`config.mk`:
```
export PLATFORM = sky130hd
export DESIGN_NAME = occupancy_watchdog_throttle
export DESIGN_NICKNAME = d
export VERILOG_FILES = /design/src/hdl/owt_pkg.sv /design/src/hdl/occupancy_watchdog_throttle.sv
export VERILOG_INCLUDE_DIRS = /design/src /design/src/hdl
export SDC_FILE = /design/constraint.sdc
export NUM_CORES = 1
export LEC_CHECK = 0
export ABC_AREA = 1
export BUFFER_PORTS_ARGS = -buffer_cell sky130_fd_sc_hd__buf_2
export CORE_MARGIN = 8
export CORE_UTILIZATION = 40
export CTS_CLUSTER_DIAMETER = 80
export CTS_CLUSTER_SIZE = 28
export DETAILED_ROUTE_END_ITERATION = 6
export HOLD_SLACK_MARGIN = 0.08
export PLACE_DENSITY = 0.63
export SETUP_SLACK_MARGIN = 0.1
export SKIP_CTS_REPAIR_TIMING = 1
export SYNTH_ARGS = -nofsm -noshare
export SYNTH_HDL_FRONTEND = slang
export SYNTH_SLANG_ARGS = --single-unit
```
`constraint.sdc`:
```
create_clock -name clock -period 5.33 [get_ports clock]
set_clock_uncertainty 0.05 [all_clocks]
set_input_delay 0.2665 -clock clock [delete_from_list [all_inputs] [get_ports clock]]
set_output_delay 0.2665 -clock clock [all_outputs]
set_load 0.02 [all_outputs]
```
`src/hdl/assert_macros.svh`:
```
// Assertion helpers for the RTL.
`ifndef ASSERT_MACROS_SVH
`define ASSERT_MACROS_SVH

// Same-cycle implication, disabled during reset.
`define ASSERT_SAME(label, clk, rst, ante, cons, msg) \
   label: assert property (@(posedge clk) disable iff (rst) (ante) |-> (cons)) \
      else $error(msg);

// Next-cycle implication, disabled during reset.
`define ASSERT_NEXT(label, clk, rst, ante, cons, msg) \
   label: assert property (@(posedge clk) disable iff (rst) (ante) |=> (cons)) \
      else $error(msg);

`endif

```
`src/hdl/owt_pkg.sv`:
```
`timescale 1ns / 1ps

package owt_pkg;

   // Scale format: unsigned fixed point, SCALE_FRAC_BITS fraction bits.
   localparam int unsigned SCALE_FRAC_BITS = 13;
   localparam int unsigned ONE_RAW         = 1 << SCALE_FRAC_BITS;
   localparam logic [15:0] SCALE_ONE       = (ONE_RAW > 65535) ? 16'hFFFF : 16'(ONE_RAW);
   localparam logic [15:0] SCALE_STEP      = 16'((ONE_RAW * 15 + 50) / 100);

   // Primary thresholds are counted in units of the primary base.
   localparam int unsigned PRI_BASE_SHIFT = 13;
   localparam logic [12:0] PRI_ALARM_UNIT = 13'h1600;
   localparam logic [12:0] PRI_PANIC_UNIT = 13'h1D00;
   localparam logic [31:0] PEAK_BOUND     = 32'h1000_0000;

   localparam logic [17:0] PRI_LIMIT_MIN = 18'd8192;
   localparam logic [18:0] SEC_LIMIT_MIN = 19'd16384;

   // Commands
   localparam logic CMD_TICK  = 1'b0;
   localparam logic CMD_CLEAR = 1'b1;

   // Configuration register indexes
   localparam logic [1:0] CSR_PRIMARY_ENABLE   = 2'd0;
   localparam logic [1:0] CSR_SECONDARY_ENABLE = 2'd1;
   localparam logic [1:0] CSR_PRIMARY_LIMIT    = 2'd2;
   localparam logic [1:0] CSR_SECONDARY_LIMIT  = 2'd3;

   typedef struct packed {
      logic primary_over_limit;
      logic overflow_first;
      logic secondary_full_first;
      logic secondary_step;
      logic primary_emergency;
      logic primary_step;
   } flags_type;

   typedef struct packed {
      logic [15:0] scale_out;
      logic [15:0] ceiling_value;
      logic        ceiling_unset;
      logic [31:0] primary_peak;
      logic [20:0] secondary_peak;
      flags_type   flags;
   } rsp_type;

   // Step the scale down, never below one; only called with s above one.
   function automatic logic [15:0] step_down(input logic [15:0] s);
      logic [15:0] diff;
      diff = s - SCALE_ONE;
      if (diff <= SCALE_STEP) begin
         return SCALE_ONE;
      end
      return s - SCALE_STEP;
   endfunction

endpackage

```
`src/hdl/occupancy_watchdog_throttle.sv`:
```
`timescale 1ns / 1ps
// Channel    Handshake            Payload
// ---------  -------------------  ---------------------------------------------
// req        req_valid/req_stall  cmd, primary_used, secondary_used, scale_in
// rsp        rsp_valid/rsp_stall  scale_out, ceiling, peaks, six event flags
// csr        csr_write_enable     csr_index, csr_write_data (no read-back)
//
// One word per cycle sustained while rsp is not stalled; a taken word reaches rsp via both.
// The input register and the result register are the only stages; all of the
// threshold, step and ceiling logic sits between them and updates state once per word.
// Synchronous reset clears the valid bits, sticky flags and peaks, and resets config.
// A stalled result holds its register; req_stall rises only while both stages are full.
`include "assert_macros.svh"

module occupancy_watchdog_throttle #(
   parameter int unsigned COUNT_WIDTH = 32
) (
   input  logic                 clock,
   input  logic                 reset,
   input  logic                 req_valid,
   output logic                 req_stall,
   input  logic                 req_cmd,
   input  logic [31:0]          req_primary_used,
   input  logic [31:0]          req_secondary_used,
   input  logic [15:0]          req_scale_in,
   output logic                 rsp_valid,
   input  logic                 rsp_stall,
   output logic [15:0]          rsp_scale_out,
   output logic [15:0]          rsp_ceiling_value,
   output logic                 rsp_ceiling_unset,
   output logic [31:0]          rsp_primary_peak,
   output logic [20:0]          rsp_secondary_peak,
   output logic                 rsp_primary_over_limit,
   output logic                 rsp_overflow_first,
   output logic                 rsp_secondary_full_first,
   output logic                 rsp_secondary_step,
   output logic                 rsp_primary_emergency,
   output logic                 rsp_primary_step,
   input  logic                 csr_write_enable,
   input  logic [1:0]           csr_index,
   input  logic [18:0]          csr_write_data
);
   import owt_pkg::*;

   // Configuration
   logic        primary_enable_ff;
   logic        secondary_enable_ff;
   logic [17:0] primary_limit_ff;
   logic [18:0] secondary_limit_ff;

   // Input stage
   logic                   a_valid_ff, a_valid_in;
   logic                   a_cmd_ff;
   logic [COUNT_WIDTH-1:0] a_pu_ff;
   logic [COUNT_WIDTH-1:0] a_su_ff;
   logic [15:0]            a_scale_ff;

   // Result stage
   logic    rsp_valid_ff, rsp_valid_in;
   rsp_type rsp_ff, rsp_in;

   // Watchdog state
   logic                   overflow_seen_ff, overflow_seen_in;
   logic                   sec_full_seen_ff, sec_full_seen_in;
   logic [COUNT_WIDTH-1:0] pri_peak_ff, pri_peak_in;
   logic [20:0]            sec_peak_ff, sec_peak_in;
   logic [15:0]            ceiling_ff, ceiling_in;
   logic                   ceiling_unset_ff, ceiling_unset_in;

   logic req_fire;
   logic a_fire;

   // Thresholds derived from the limits
   logic [4:0]  pri_units;
   logic [17:0] pri_alarm;
   logic [17:0] pri_panic;
   logic [20:0] sec_triple;
   logic [20:0] sec_alarm;
   logic [20:0] sec_cap;
   logic [31:0] pu32;
   logic [31:0] su32;
   logic [15:0] scale;
   flags_type   flags;

   // ---------------------------------------------------------------- handshake
   assign req_stall = a_valid_ff && rsp_valid_ff && rsp_stall;
   assign req_fire  = req_valid && !req_stall;
   assign a_fire    = a_valid_ff && !(rsp_valid_ff && rsp_stall);

   always_comb begin
      a_valid_in = a_valid_ff;
      if (req_fire) begin
         a_valid_in = 1'b1;
      end else if (a_fire) begin
         a_valid_in = 1'b0;
      end
      rsp_valid_in = rsp_valid_ff;
      if (a_fire) begin
         rsp_valid_in = 1'b1;
      end else if (!rsp_stall) begin
         rsp_valid_in = 1'b0;
      end
   end

   // ---------------------------------------------------------------- configuration
   always_ff @(posedge clock) begin
      if (reset) begin
         primary_enable_ff   <= 1'b0;
         secondary_enable_ff <= 1'b0;
         primary_limit_ff    <= PRI_LIMIT_MIN;
         secondary_limit_ff  <= SEC_LIMIT_MIN;
      end else if (csr_write_enable) begin
         unique case (csr_index)
            CSR_PRIMARY_ENABLE: begin
               primary_enable_ff <= csr_write_data[0];
            end
            CSR_SECONDARY_ENABLE: begin
               secondary_enable_ff <= csr_write_data[0];
            end
            CSR_PRIMARY_LIMIT: begin
               // drop limits below the minimum
               if (csr_write_data[17:0] >= PRI_LIMIT_MIN) begin
                  primary_limit_ff <= csr_write_data[17:0];
               end
            end
            CSR_SECONDARY_LIMIT: begin
               if (csr_write_data >= SEC_LIMIT_MIN) begin
                  secondary_limit_ff <= csr_write_data;
               end
            end
         endcase
      end
   end

   // ---------------------------------------------------------------- thresholds
   // Primary thresholds count whole base units of the limit; the secondary
   // alarm sits at three quarters of its limit, and counts beyond four times
   // the limit are treated as garbage.
   assign pri_units  = primary_limit_ff[17:PRI_BASE_SHIFT];
   assign pri_alarm  = 18'(pri_units) * 18'(PRI_ALARM_UNIT);
   assign pri_panic  = 18'(pri_units) * 18'(PRI_PANIC_UNIT);
   assign sec_triple = 21'({2'b00, secondary_limit_ff}) + 21'({1'b0, secondary_limit_ff, 1'b0});
   assign sec_alarm  = sec_triple >> 2;
   assign sec_cap    = {secondary_limit_ff, 2'b00};
   assign pu32       = 32'(a_pu_ff);
   assign su32       = 32'(a_su_ff);

   // ---------------------------------------------------------------- tick logic
   always_comb begin
      overflow_seen_in = overflow_seen_ff;
      sec_full_seen_in = sec_full_seen_ff;
      pri_peak_in      = pri_peak_ff;
      sec_peak_in      = sec_peak_ff;
      ceiling_in       = ceiling_ff;
      ceiling_unset_in = ceiling_unset_ff;
      scale            = a_scale_ff;
      flags            = '0;

      if (a_cmd_ff == CMD_CLEAR) begin
         ceiling_unset_in = 1'b1;
      end else if (primary_enable_ff) begin
         if (pu32 > 32'(primary_limit_ff)) begin
            // Primary overflow: clamp, mark, skip the alarms.
            flags.primary_over_limit = 1'b1;
            if (!overflow_seen_ff) begin
               overflow_seen_in     = 1'b1;
               flags.overflow_first = 1'b1;
            end
            if (scale > SCALE_ONE) begin
               scale            = SCALE_ONE;
               ceiling_in       = SCALE_ONE;
               ceiling_unset_in = 1'b0;
            end
            if (a_pu_ff > pri_peak_ff && pu32 < PEAK_BOUND) begin
               pri_peak_in = a_pu_ff;
            end
         end else begin
            if (a_pu_ff > pri_peak_ff) begin
               pri_peak_in = a_pu_ff;
            end
            if (secondary_enable_ff && su32 <= 32'(sec_cap)) begin
               if (su32 > 32'(sec_peak_ff)) begin
                  sec_peak_in = su32[20:0];
               end
               if (su32 >= 32'(secondary_limit_ff) && !sec_full_seen_ff) begin
                  // one-time clamp, even from below one
                  sec_full_seen_in           = 1'b1;
                  flags.secondary_full_first = 1'b1;
                  scale                      = SCALE_ONE;
                  ceiling_in                 = SCALE_ONE;
                  ceiling_unset_in           = 1'b0;
               end else if (su32 >= 32'(sec_alarm) && scale > SCALE_ONE) begin
                  scale                = step_down(scale);
                  ceiling_in           = scale;
                  ceiling_unset_in     = 1'b0;
                  flags.secondary_step = 1'b1;
               end
            end
            // Primary checks see the scale after any secondary brake.
            if (pu32 >= 32'(pri_panic) && scale > SCALE_ONE) begin
               scale                   = SCALE_ONE;
               ceiling_in              = SCALE_ONE;
               ceiling_unset_in        = 1'b0;
               flags.primary_emergency = 1'b1;
            end else if (pu32 >= 32'(pri_alarm) && scale > SCALE_ONE) begin
               scale              = step_down(scale);
               ceiling_in         = scale;
               ceiling_unset_in   = 1'b0;
               flags.primary_step = 1'b1;
            end
         end
      end

      rsp_in.scale_out      = scale;
      rsp_in.ceiling_value  = ceiling_unset_in ? 16'd0 : ceiling_in;
      rsp_in.ceiling_unset  = ceiling_unset_in;
      rsp_in.primary_peak   = 32'(pri_peak_in);
      rsp_in.secondary_peak = sec_peak_in;
      rsp_in.flags          = flags;
   end

   // ---------------------------------------------------------------- registers
   always_ff @(posedge clock) begin
      if (reset) begin
         a_valid_ff       <= 1'b0;
         rsp_valid_ff     <= 1'b0;
         overflow_seen_ff <= 1'b0;
         sec_full_seen_ff <= 1'b0;
         pri_peak_ff      <= '0;
         sec_peak_ff      <= '0;
         ceiling_ff       <= '0;
         ceiling_unset_ff <= 1'b1;
      end else begin
         a_valid_ff   <= a_valid_in;
         rsp_valid_ff <= rsp_valid_in;
         // advance state only as a word moves into the result register
         if (a_fire) begin
            overflow_seen_ff <= overflow_seen_in;
            sec_full_seen_ff <= sec_full_seen_in;
            pri_peak_ff      <= pri_peak_in;
            sec_peak_ff      <= sec_peak_in;
            ceiling_ff       <= ceiling_in;
            ceiling_unset_ff <= ceiling_unset_in;
         end
      end
   end

   always_ff @(posedge clock) begin
      if (req_fire) begin
         a_cmd_ff   <= req_cmd;
         a_pu_ff    <= req_primary_used[COUNT_WIDTH-1:0];
         a_su_ff    <= req_secondary_used[COUNT_WIDTH-1:0];
         a_scale_ff <= req_scale_in;
      end
      if (a_fire) begin
         rsp_ff <= rsp_in;
      end
   end

   // ---------------------------------------------------------------- outputs
   assign rsp_valid                = rsp_valid_ff;
   assign rsp_scale_out            = rsp_ff.scale_out;
   assign rsp_ceiling_value        = rsp_ff.ceiling_value;
   assign rsp_ceiling_unset        = rsp_ff.ceiling_unset;
   assign rsp_primary_peak         = rsp_ff.primary_peak;
   assign rsp_secondary_peak       = rsp_ff.secondary_peak;
   assign rsp_primary_over_limit   = rsp_ff.flags.primary_over_limit;
   assign rsp_overflow_first       = rsp_ff.flags.overflow_first;
   assign rsp_secondary_full_first = rsp_ff.flags.secondary_full_first;
   assign rsp_secondary_step       = rsp_ff.flags.secondary_step;
   assign rsp_primary_emergency    = rsp_ff.flags.primary_emergency;
   assign rsp_primary_step         = rsp_ff.flags.primary_step;

   // ---------------------------------------------------------------- checks
   `ASSERT_SAME(a_no_ceiling_zero, clock, reset, rsp_valid && rsp_ceiling_unset, rsp_ceiling_value == 16'd0, "ceiling value nonzero with no ceiling")
   `ASSERT_SAME(a_primary_exclusive, clock, reset, rsp_valid, !(rsp_primary_emergency && rsp_primary_step), "primary panic and step together")
   `ASSERT_SAME(a_first_needs_over, clock, reset, rsp_valid && rsp_overflow_first, rsp_primary_over_limit, "first overflow without overflow")
   `ASSERT_SAME(a_seen_rises_with_word, clock, reset, $rose(overflow_seen_ff), rsp_valid && rsp_overflow_first, "overflow mark set without a reporting word")
endmodule

```
==> key figures, run 1 <==
Clock network
  – Worst-skew pair later-pin latency: 0.57 ns
  – Max Root-Sink Buffers: 3
  – H-tree Lvls: 1
  – CTS tree: built
  – Clock-pin transition on the worst setup and hold timing paths: about 0.10 ns
  – Clock sink total: 286
  – CTS Buf Count: 23
  – CTS Root Cell: clkbuf_16

Critical path
  – CP bufs+invs: 4
  – Critical path fanouts, max: 8
  – Crit path launch: secondary_limit_ff[1]$_SDFFE_PP0P_
  – CP max-delay cell: fa_2
  – R2R Setup Slk: -0.13 ns
  – Critical Path End Type: register
  – Crit path capture: rsp_ceiling_value[10]$_SDFFCE_PP0P_
  – Reg2reg start: secondary_limit_ff[1]$_SDFFE_PP0P_
  – Reg-to-reg critical path endpoint: rsp_ceiling_value[10]$_SDFFCE_PP0P_
  – CP top delay family: simple AND/OR/NAND/NOR gates
  – CP Class: reg -> reg
  – Crit-path most repeated cell: nand2_1
  – Reg2Reg Depth: between 40 and 50
  – CP Data Required Time: 5.61 ns
  – Crit path DAT: approximately 5.7 ns
  – CP peak stage delay: a little under 0.4 ns
  – Startpoint Class: register
  – Crit. path cell count: 41

Global route
  – Vias in the first global route: between 15000 and 20000
  – Largest net degree at the start of global routing: 77
  – Grt ovf: 0
  – Global-route wire length before repair: 81.0 mm
  – Global router's overall resource usage: 19.1%
  – Initial antenna violation count: 2

Timing
  – Fmax: 183 MHz
  – Relative slew margins: 19.7%
  – Final Worst Setup Slack: -0.126 ns
  – RSZ-0062 raised after global routing: true
  – Hold Slack: slightly above 0.07 ns
  – Final slew viol count: 0
  – Minimum clock period: 5.46 ns
  – Part of the cycle the worst path needs: 102%
  – Final setup fails: a little over 40
  – Worst-Margin Slew: 1.20 ns
  – Final Hold Vio Count: 0

Cells and area
  – Multi-input gate area: 9640 um^2
  – Filler Cells Inserted: 4075
  – Commonest non-fill, non-tap cells in the layout: 373 x nand2_1, 338 x inv_1, 204 x a21oi_1
  – Finished Layout Cells: 3206
  – Register area: ~7500 um^2
  – Nets: between 2000 and 3000
  – Layout area overhead: 30.5%
  – Layout cells sized above 1: 21.9%
  – Most common cell after layout, fill and taps aside: nand2_1

Power and ir drop
  – Max IR drop VDD: 0.000304 V
  – Power per Cell Area: 242 nW/um^2
  – Pwr Total: roughly 5.7 mW
  – Leak: 10.9 nW

Routing
  – DRT Wirelength: 54.9 mm
  – DRC Markers: 0
  – Routed WL per cell: 17.1 um
  – Routed vias: 16300
  – Final ANT Viol Nets: 0
  – Drt first pass iters: 5
  – Iter 0 DRT Violations: 943
  – Vias/cell: 5.08

Run status
  – Failing checks: negative setup slack
  – Outcome: finished, violations left

Job
  – Maxcap violations: 0

Placed design
  – Final HPWL DP: roughly 40 mm
  – PortBufs: 200
  – Gpl congestion: 0.919
  – Pre-CTS setup slack: -0.239 ns
  – Cell count after placement: 3016

Synth
  – Syn Area/Cell: 8.25 um^2
  – Mapped cell area: ~18000 um^2
  – Syn_nets: 2503
  – Synth area leader: edfxtp_1
  – Yosys warns: 0
  – Leading post-synthesis cells by cell area: edfxtp_1 29%, ha_1 14%, dfxtp_1 13%, nand2_1 8.7%, inv_1 7.2%
  – Async S/R FF share, synth: 0%
  – EDFF count, synth: 173
  – Gate Count Post-Synth: 2184
  – Post-synth top flop: edfxtp_1
  – Sequential area share after synthesis: between 40 and 50%
  – Post-synthesis cell type count: 52
  – Top cell type's share of synthesized area: 28.8%
  – Synthesis-stage register bit count: roughly 290

Floorplanning
  – Chip width: 228 um
  – Row cnt: 77
  – Initial Utilization: 40.7%
  – CORE AREA: 44300 um^2
  – Die Ht: 228 um
  – I/O pins: 201
  – Die area: 52100 um^2

Hold path
  – HP Class: in -> reg
[logic make-up after synthesis]
logic type,Yosys count,synth area share [%]
compound gates,521,15.5
xor+xnor,35,1.70
fa+ha+maj,212,15.0
buf+inv,419,9.08
flops,286,41.4
simple gates,711,17.3
[synthesized netlist by cell type (all sizes together) (4+ instances only)]
library cell	n
nor2	123
nand2	438
o21a	8
nand4	18
o21ai	222
o211ai	30
ha	204
xor2	23
o221ai	4
a21oi	232
nor4	13
edfxtp	173
inv	350
nand3	91
clkbuf	51
o21bai	4
a21o	4
a31oi	11
buf	18
nor3	18
xnor2	12
fa	8
dfxtp	113
[power breakdown]
group	switching [mW]	internal, mW
Clock	1.03	0.955
Combinational	0.663	0.461
Sequential	0.0970	2.48
[how the worst min path moves through the flow]
stage / from / to / cells after the start
after floorplan: req_cmd / a_cmd_ff$_DFFE_PP_ / 0
after global placement: req_secondary_used[0] / a_su_ff[0]$_DFFE_PP_ / 1
after detailed placement: req_secondary_used[25] / a_su_ff[25]$_DFFE_PP_ / 1
after CTS: req_primary_used[16] / a_pu_ff[16]$_DFFE_PP_ / 1
after global routing: csr_index[0] / secondary_enable_ff$_SDFFE_PP0P_ / 3
final: csr_index[0] / secondary_enable_ff$_SDFFE_PP0P_ / 3
[per-layer routing]
metal | GRT usage, % | up-vias | routed length (um)
li1 | - | 8194 | -
met1 | 24.2 | 7629 | 24400
met2 | 33.0 | 393 | 26200
met3 | 3.09 | 81 | 2800
met4 | 5.88 | 0 | 1520
met5 | 0 | - | 0
[layout make-up]
type                       count  area share [%]
antenna                        2          0.0213
timing repair buffer         454            14.7
multi-input combinational   1480            41.0
clock inverter                17            1.28
sequential                   286            31.7
inverter                     350            5.63
tap                          592            3.15
clock buffer                  25            2.52
[stage by stage]
stage	TNS [ns]	util, %	area [um^2]
detailed placement	-6.11	46.0	20400
global placement	-3.81	46.0	20400
CTS	-7.64	48.0	21300
floorplan	0	-	18000
global route	-19.99	53.1	23500
finish	-2.73	53.1	23500
[tightest hold or removal path, stage by stage]
cell     delay [ns]
buf_2          0.12
a31oi_1        0.19
nor3_1         0.07
[flip-flops by register name, indices dropped and copies added (netlist names), 16 cells and up]
signal              flops
a_pu_ff                32
rsp_ceiling_value      16
secondary_limit_ff     19
rsp_scale_out          16
pri_peak_ff            32
a_scale_ff             16
sec_peak_ff            21
ceiling_ff             16
rsp_secondary_peak     21
rsp_primary_peak       32
a_su_ff                32
primary_limit_ff       18
Note: power is estimated with default switching activity, not from simulation.
==> run 2, diff against run 1 <==
- TNS_END_PERCENT: unset -> 10
==> run 2 against run 1 <==
The run still ends with negative setup slack left. Die area did not move. Via count decreased by 0.70%. Combinational power is essentially flat. Critical path type unchanged. Non-clock buffer count decreased by 12. Utilization fell by 0.61 points. Global-route usage unchanged.
==> key figures, run 2 (synthesized netlist as in run 1, its figures left out) <==
Timing
  – Minimum clock period: 5.48 ns (was 5.46 ns)
  – Final slew viol count: 0 (unchanged)
  – Part of the cycle the worst path needs: 103% (was 102%)
  – Final setup fails: 40 (was 41)
  – Final Hold Vio Count: 0 (unchanged)
  – RSZ-0062 raised after global routing: true (unchanged)
  – Worst-Margin Slew: 1.20 ns (about the same)
  – Setup TNS: -2.56 ns (was -2.73 ns)
  – Fmax: 183 MHz (about the same)
  – Relative slew margins: 20.1% (was 19.7%)
  – Final Worst Setup Slack: -0.147 ns (was -0.126 ns)

Power and ir drop
  – Max IR drop VDD: 0.000305 V (was 0.000304 V)
  – Power per Cell Area: 244 nW/um^2 (was 242 nW/um^2)
  – Leak: 10.7 nW (was 10.9 nW)

Clock network
  – CTS Buf Count: 23 (unchanged)
  – H-tree Lvls: 1 (unchanged)
  – Worst-skew pair later-pin latency: 0.57 ns (about the same)
  – CTS tree: built (unchanged)
  – Clock-pin transition on the worst setup and hold timing paths: 0.10 ns (about the same)
  – Clock sink total: 286 (unchanged)
  – CTS Root Cell: clkbuf_16 (unchanged)
  – Max Root-Sink Buffers: 3 (unchanged)

Critical path
  – Crit path DAT: 5.71 ns (was 5.74 ns)
  – CP Data Required Time: 5.56 ns (was 5.61 ns)
  – Startpoint Class: register (unchanged)
  – Critical path fanouts, max: 7 (was 8)
  – R2R Setup Slk: -0.15 ns (was -0.13 ns)
  – Crit-path most repeated cell: nand2_1 (unchanged)
  – Reg-to-reg critical path endpoint: rsp_scale_out[0]$_DFFE_PP_ (was rsp_ceiling_value[10]$_SDFFCE_PP0P_)
  – Reg2reg start: secondary_limit_ff[1]$_SDFFE_PP0P_ (unchanged)
  – CP peak stage delay: 0.39 ns (about the same)
  – CP bufs+invs: 7 (was 4)
  – Reg2Reg Depth: 41 (unchanged)
  – CP max-delay cell: fa_2 (unchanged)
  – CP top delay family: simple AND/OR/NAND/NOR gates (unchanged)
  – CP Class: reg -> reg (unchanged)
  – Critical Path End Type: register (unchanged)

Floorplanning
  – Chip width: 228 um (unchanged)
  – Die Ht: 228 um (unchanged)
  – Row cnt: 77 (unchanged)
  – Initial Utilization: 40.7% (unchanged)
  – I/O pins: 201 (unchanged)
  – CORE AREA: 44300 um^2 (unchanged)
  – Die area: 52100 um^2 (unchanged)

Placed design
  – Placement Cell Area: 20400 um^2 (unchanged)
  – PortBufs: 200 (unchanged)
  – Final HPWL DP: 39.8 mm (unchanged)
  – Gpl congestion: 0.919 (unchanged)
  – Pre-CTS setup slack: -0.239 ns (unchanged)
  – Cell count after placement: 3016 (unchanged)

Global route
  – Global router's overall resource usage: 19.1% (unchanged)
  – Vias in the first global route: 15100 (unchanged)
  – Grt ovf: 0 (unchanged)
  – Largest net degree at the start of global routing: 77 (unchanged)
  – Global-route wire length before repair: 81.0 mm (unchanged)
  – Initial antenna violation count: 2 (unchanged)

Cells and area
  – Commonest non-fill, non-tap cells in the layout: 380 x nand2_1, 339 x inv_1, 206 x a21oi_1 (was 373 x nand2_1, 338 x inv_1, 204 x a21oi_1)
  – Layout area overhead: 29.0% (was 30.5%)
  – Nets: 2902 (was 2914)
  – Core Util, Final: 52.5% (was 53.1%)
  – Most common cell after layout, fill and taps aside: nand2_1 (unchanged)
  – Fin area: 23300 um^2 (was 23500 um^2)
  – Finished Layout Cells: 3194 (was 3206)
  – Layout cells sized above 1: 20.8% (was 21.9%)

Routing
  – DRT Wirelength: 54.3 mm (was 54.9 mm)
  – Routed WL per cell: 17.0 um (was 17.1 um)
  – Drt first pass iters: 5 (unchanged)
  – Top Layer Used: met4 (unchanged)
  – Met2 WL post-DR: 26.0 mm (was 26.2 mm)
  – Iter 0 DRT Violations: 925 (was 943)
  – DRT met1 WL: 24.1 mm (was 24.4 mm)
  – DRC Markers: 0 (unchanged)
  – Routed vias: 16200 (was 16300)
  – Vias/cell: 5.07 (was 5.08)
  – Met3 wire length: 2.81 mm (was 2.80 mm)
  – Final ANT Viol Nets: 0 (unchanged)

Hold path
  – HP Class: in -> reg (unchanged)
  – Hold_sp: csr_index[0] (unchanged)
  – WHS Path Cells: 3 (unchanged)
  – WHS Endpoint: secondary_enable_ff$_SDFFE_PP0P_ (unchanged)

Run status
  – Outcome: finished, violations left (unchanged)
  – Failing checks: negative setup slack (unchanged)

Job
  – Maxcap violations: 0 (unchanged)
## run 2: worst min-delay path: stages
cell and delay [ns]:
buf_2 0.12, a31oi_1 0.19, nor3_1 0.07
## run 2: metal layers
metal / track usage (%) / vias up
met1: 24.2 / 7578
met2: 33.0 / 377
met3: 3.09 / 77
li1: - / 8151
met4: 5.88 / 0
met5: 0 / -
## run 2: how the worst max path moves through the flow
stage / from / to / slack [ns] / cells past startpoint
floorplan: secondary_limit_ff[1]$_SDFFE_PP0P_ / rsp_scale_out[0]$_DFFE_PP_ / 0.11 / 42
global placement: secondary_limit_ff[1]$_SDFFE_PP0P_ / rsp_scale_out[7]$_DFFE_PP_ / -0.23 / 38
detailed placement: secondary_limit_ff[1]$_SDFFE_PP0P_ / rsp_scale_out[7]$_DFFE_PP_ / -0.24 / 38
CTS: secondary_limit_ff[1]$_SDFFE_PP0P_ / rsp_scale_out[7]$_DFFE_PP_ / -0.28 / 38
global route: secondary_limit_ff[1]$_SDFFE_PP0P_ / rsp_scale_out[7]$_DFFE_PP_ / -0.50 / 41
finish: secondary_limit_ff[1]$_SDFFE_PP0P_ / rsp_scale_out[0]$_DFFE_PP_ / -0.15 / 41
## run 2: cell type report
| class | count | area (um^2) |
|---|---|---|
| clock inverter | 17 | 302 |
| tap | 592 | 741 |
| sequential | 286 | 7470 |
| inverter | 350 | 1320 |
| antenna | 2 | 5.00 |
| fill | 4119 | 21100 |
| multi-input combinational | 1480 | 9520 |
| clock buffer | 25 | 593 |
| timing repair buffer | 442 | 3310 |
## run 2: per-stage QoR
| stage | total power [mW] | hold slack [ns] |
|---|---|---|
| 2_1_floorplan | 3.27 | 0.315 |
| 3_3_place_gp | 3.58 | 0.393 |
| 3_5_place_dp | 3.61 | 0.395 |
| 4_1_cts | 5.61 | -0.218 |
| 5_1_grt | 5.96 | 0.0832 |
| 6_report | 5.67 | 0.0713 |
## run 2: report_power, final
part | internal (mW) | leakage (nW) | switching [mW]
Sequential | 2.48 | 2.62 | 0.0969
Combinational | 0.450 | 7.71 | 0.654
Clock | 0.955 | 0.422 | 1.03
==> run 3, diff against run 2 <==
- CORE_MARGIN: 8 -> unset
- CTS_CLUSTER_DIAMETER: 80 -> unset
==> run 3 against run 2 <==
The run still ends with negative setup slack left. Largest cell class unchanged. Worst hold slack worse by 0.020 ns. Combinational power hardly changed. Clock power is 19% higher. Via count is 0.87% higher. Maximum frequency is 0.20% higher. Wire length is 0.47% lower. Critical path depth is 1 lower. Global-route usage is 3.0 points higher. Utilization hardly changed. Cell area hardly changed. Total power is 6.5% higher. Die area is 12% lower.
==> key figures, run 3 (synthesized netlist as in run 1, its figures left out) <==
Run status
  – Outcome: finished, violations left (unchanged)
  – Failing checks: negative setup slack (unchanged)

Placed design
  – Gpl congestion: 0.916 (was 0.919)
  – PortBufs: 200 (unchanged)
  – Final HPWL DP: 38.8 mm (was 39.8 mm)

Power and ir drop
  – Pwr Total: 6.03 mW (was 5.67 mW)
  – Max IR drop VDD: 0.000273 V (was 0.000305 V)
  – Leak: 10.9 nW (was 10.7 nW)
  – Power per Cell Area: 259 nW/um^2 (was 244 nW/um^2)

Routing
  – Final ANT Viol Nets: 0 (unchanged)
  – Routed vias: 16300 (was 16200)
  – DRC Markers: 0 (unchanged)
  – Drt first pass iters: 5 (unchanged)
  – DRT Wirelength: 54.1 mm (was 54.3 mm)
  – Iter 0 DRT Violations: 840 (was 925)
  – Vias/cell: 5.07 (about the same)
  – Routed WL per cell: 16.8 um (was 17.0 um)

Cells and area
  – Core Util, Final: 52.5% (about the same)
  – ANT cells: 0 (was 2)
  – Nets: 2919 (was 2902)
  – Layout cells sized above 1: 20.5% (was 20.8%)
  – Multi-input gate area: 9380 um^2 (was 9520 um^2)
  – Commonest non-fill, non-tap cells in the layout: 388 x nand2_1, 339 x inv_1, 212 x a21oi_1 (was 380 x nand2_1, 339 x inv_1, 206 x a21oi_1)
  – Register area: 7470 um^2 (about the same)
  – Layout area overhead: 29.0% (about the same)
  – Filler Cells Inserted: 4128 (was 4119)
  – Most common cell after layout, fill and taps aside: nand2_1 (unchanged)

Critical path
  – Crit path DAT: 5.71 ns (about the same)
  – CP bufs+invs: 6 (was 7)
  – Crit path launch: secondary_limit_ff[1]$_SDFFE_PP0P_ (unchanged)
  – Critical path fanouts, max: 6 (was 7)
  – CP Data Required Time: 5.57 ns (was 5.56 ns)
  – CP top delay family: simple AND/OR/NAND/NOR gates (unchanged)
  – CP Class: reg -> reg (unchanged)
  – Reg2reg start: secondary_limit_ff[1]$_SDFFE_PP0P_ (unchanged)
  – CP peak stage delay: 0.35 ns (was 0.39 ns)
  – Critical Path End Type: register (unchanged)
  – Startpoint Class: register (unchanged)
  – CP max-delay cell: dfxtp_4 (was fa_2)
  – R2R Setup Slk: -0.14 ns (was -0.15 ns)

Global route
  – Largest net degree at the start of global routing: 132 (was 77)
  – Gr busiest metal: met2 (unchanged)
  – Global-route wire length before repair: 80.1 mm (was 81.0 mm)
  – Grt ovf: 0 (unchanged)
  – Vias in the first global route: 15000 (was 15100)
  – Met1 usage: 28.9% (was 24.2%)
  – Met2 GRT Util: 36.6% (was 33.0%)
  – Grt met3 use: 3.06% (was 3.09%)
  – Initial antenna violation count: 0 (was 2)
  – Global router's overall resource usage: 22.1% (was 19.1%)

Timing
  – Final Hold Vio Count: 0 (unchanged)
  – Relative slew margins: 38.7% (was 20.1%)
  – Final setup fails: 41 (was 40)
  – Final slew viol count: 0 (unchanged)
  – Final Worst Setup Slack: -0.136 ns (was -0.147 ns)
  – Minimum clock period: 5.47 ns (was 5.48 ns)
  – RSZ-0062 raised after global routing: true (unchanged)
  – Part of the cycle the worst path needs: 103% (about the same)
  – Worst-Margin Slew: 0.918 ns (was 1.20 ns)
  – Fmax: 183 MHz (about the same)

Job
  – Maxcap violations: 0 (unchanged)

Floorplanning
  – Row cnt: 77 (unchanged)
  – CORE AREA: 44300 um^2 (unchanged)
  – Initial Utilization: 40.7% (unchanged)
  – I/O pins: 201 (unchanged)
  – Die Ht: 214 um (was 228 um)
  – Chip width: 214 um (was 228 um)
  – Die area: 45900 um^2 (was 52100 um^2)

Clock network
  – Worst-skew pair later-pin latency: 0.55 ns (was 0.57 ns)
  – Max Root-Sink Buffers: 3 (unchanged)
  – Clock sink total: 286 (unchanged)
  – CTS Buf Count: 35 (was 23)
  – CTS tree: built (unchanged)
  – Clock-pin transition on the worst setup and hold timing paths: 0.06 ns (was 0.10 ns)
  – H-tree Lvls: 2 (was 1)
  – CTS Root Cell: clkbuf_16 (unchanged)

Hold path
  – Hold_sp: csr_write_enable (was csr_index[0])
  – HP Class: in -> reg (unchanged)
run 3: path summary, 6_finish.rpt:
kind,cells after the start,endpoint
worst max-delay path,40,rsp_ceiling_value[7]$_SDFFCE_PP0P_
worst max register to register,40,rsp_ceiling_value[7]$_SDFFCE_PP0P_
worst min-delay path,3,secondary_enable_ff$_SDFFE_PP0P_
worst min register to register,1,overflow_seen_ff$_SDFFE_PP0P_
run 3: cell type report:
class | instances | share of cell area, %
Multi-Input combinational cell | 1483 | 40.3
Tap cell | 592 | 3.18
Sequential cell | 286 | 32.1
Timing Repair Buffer | 444 | 13.9
Inverter | 350 | 5.65
Clock buffer | 48 | 4.11
Clock inverter | 14 | 0.689
run 3: worst min-delay path, stage by stage:
cell and delay [ns]:
buf_2 0.10, a31oi_1 0.08, nor3_1 0.15
run 3: metal layers:
layer | part of all wire [%] | vias up | routed length, um
li1 | - | 8211 | -
met1 | 45 | 7611 | 24200
met2 | 47 | 407 | 25500
met3 | 4.5 | 95 | 2440
met4 | 3.5 | 0 | 1870
met5 | 0 | - | 0
run 3: per-stage QoR:
stage          cells  worst slack (ns)  cell area (um^2)  hold WS, ns  TNS (ns)
3_5_place_dp    3025            -0.514             20400        0.395    -20.87
3_3_place_gp    3025            -0.306             20400        0.393    -10.43
2_1_floorplan   2184             0.107             18000        0.315         0
5_1_grt         3217            -0.501             23300       0.0820    -21.64
4_1_cts         3087            -0.549             21500       -0.193    -22.53
6_report        3217            -0.136             23300       0.0511     -2.86
run 3: where the power goes:
part	leakage, nW	switching, mW	internal [mW]
registers	2.62	0.0946	2.49
logic	7.71	0.650	0.450
clock network	0.529	0.979	1.37
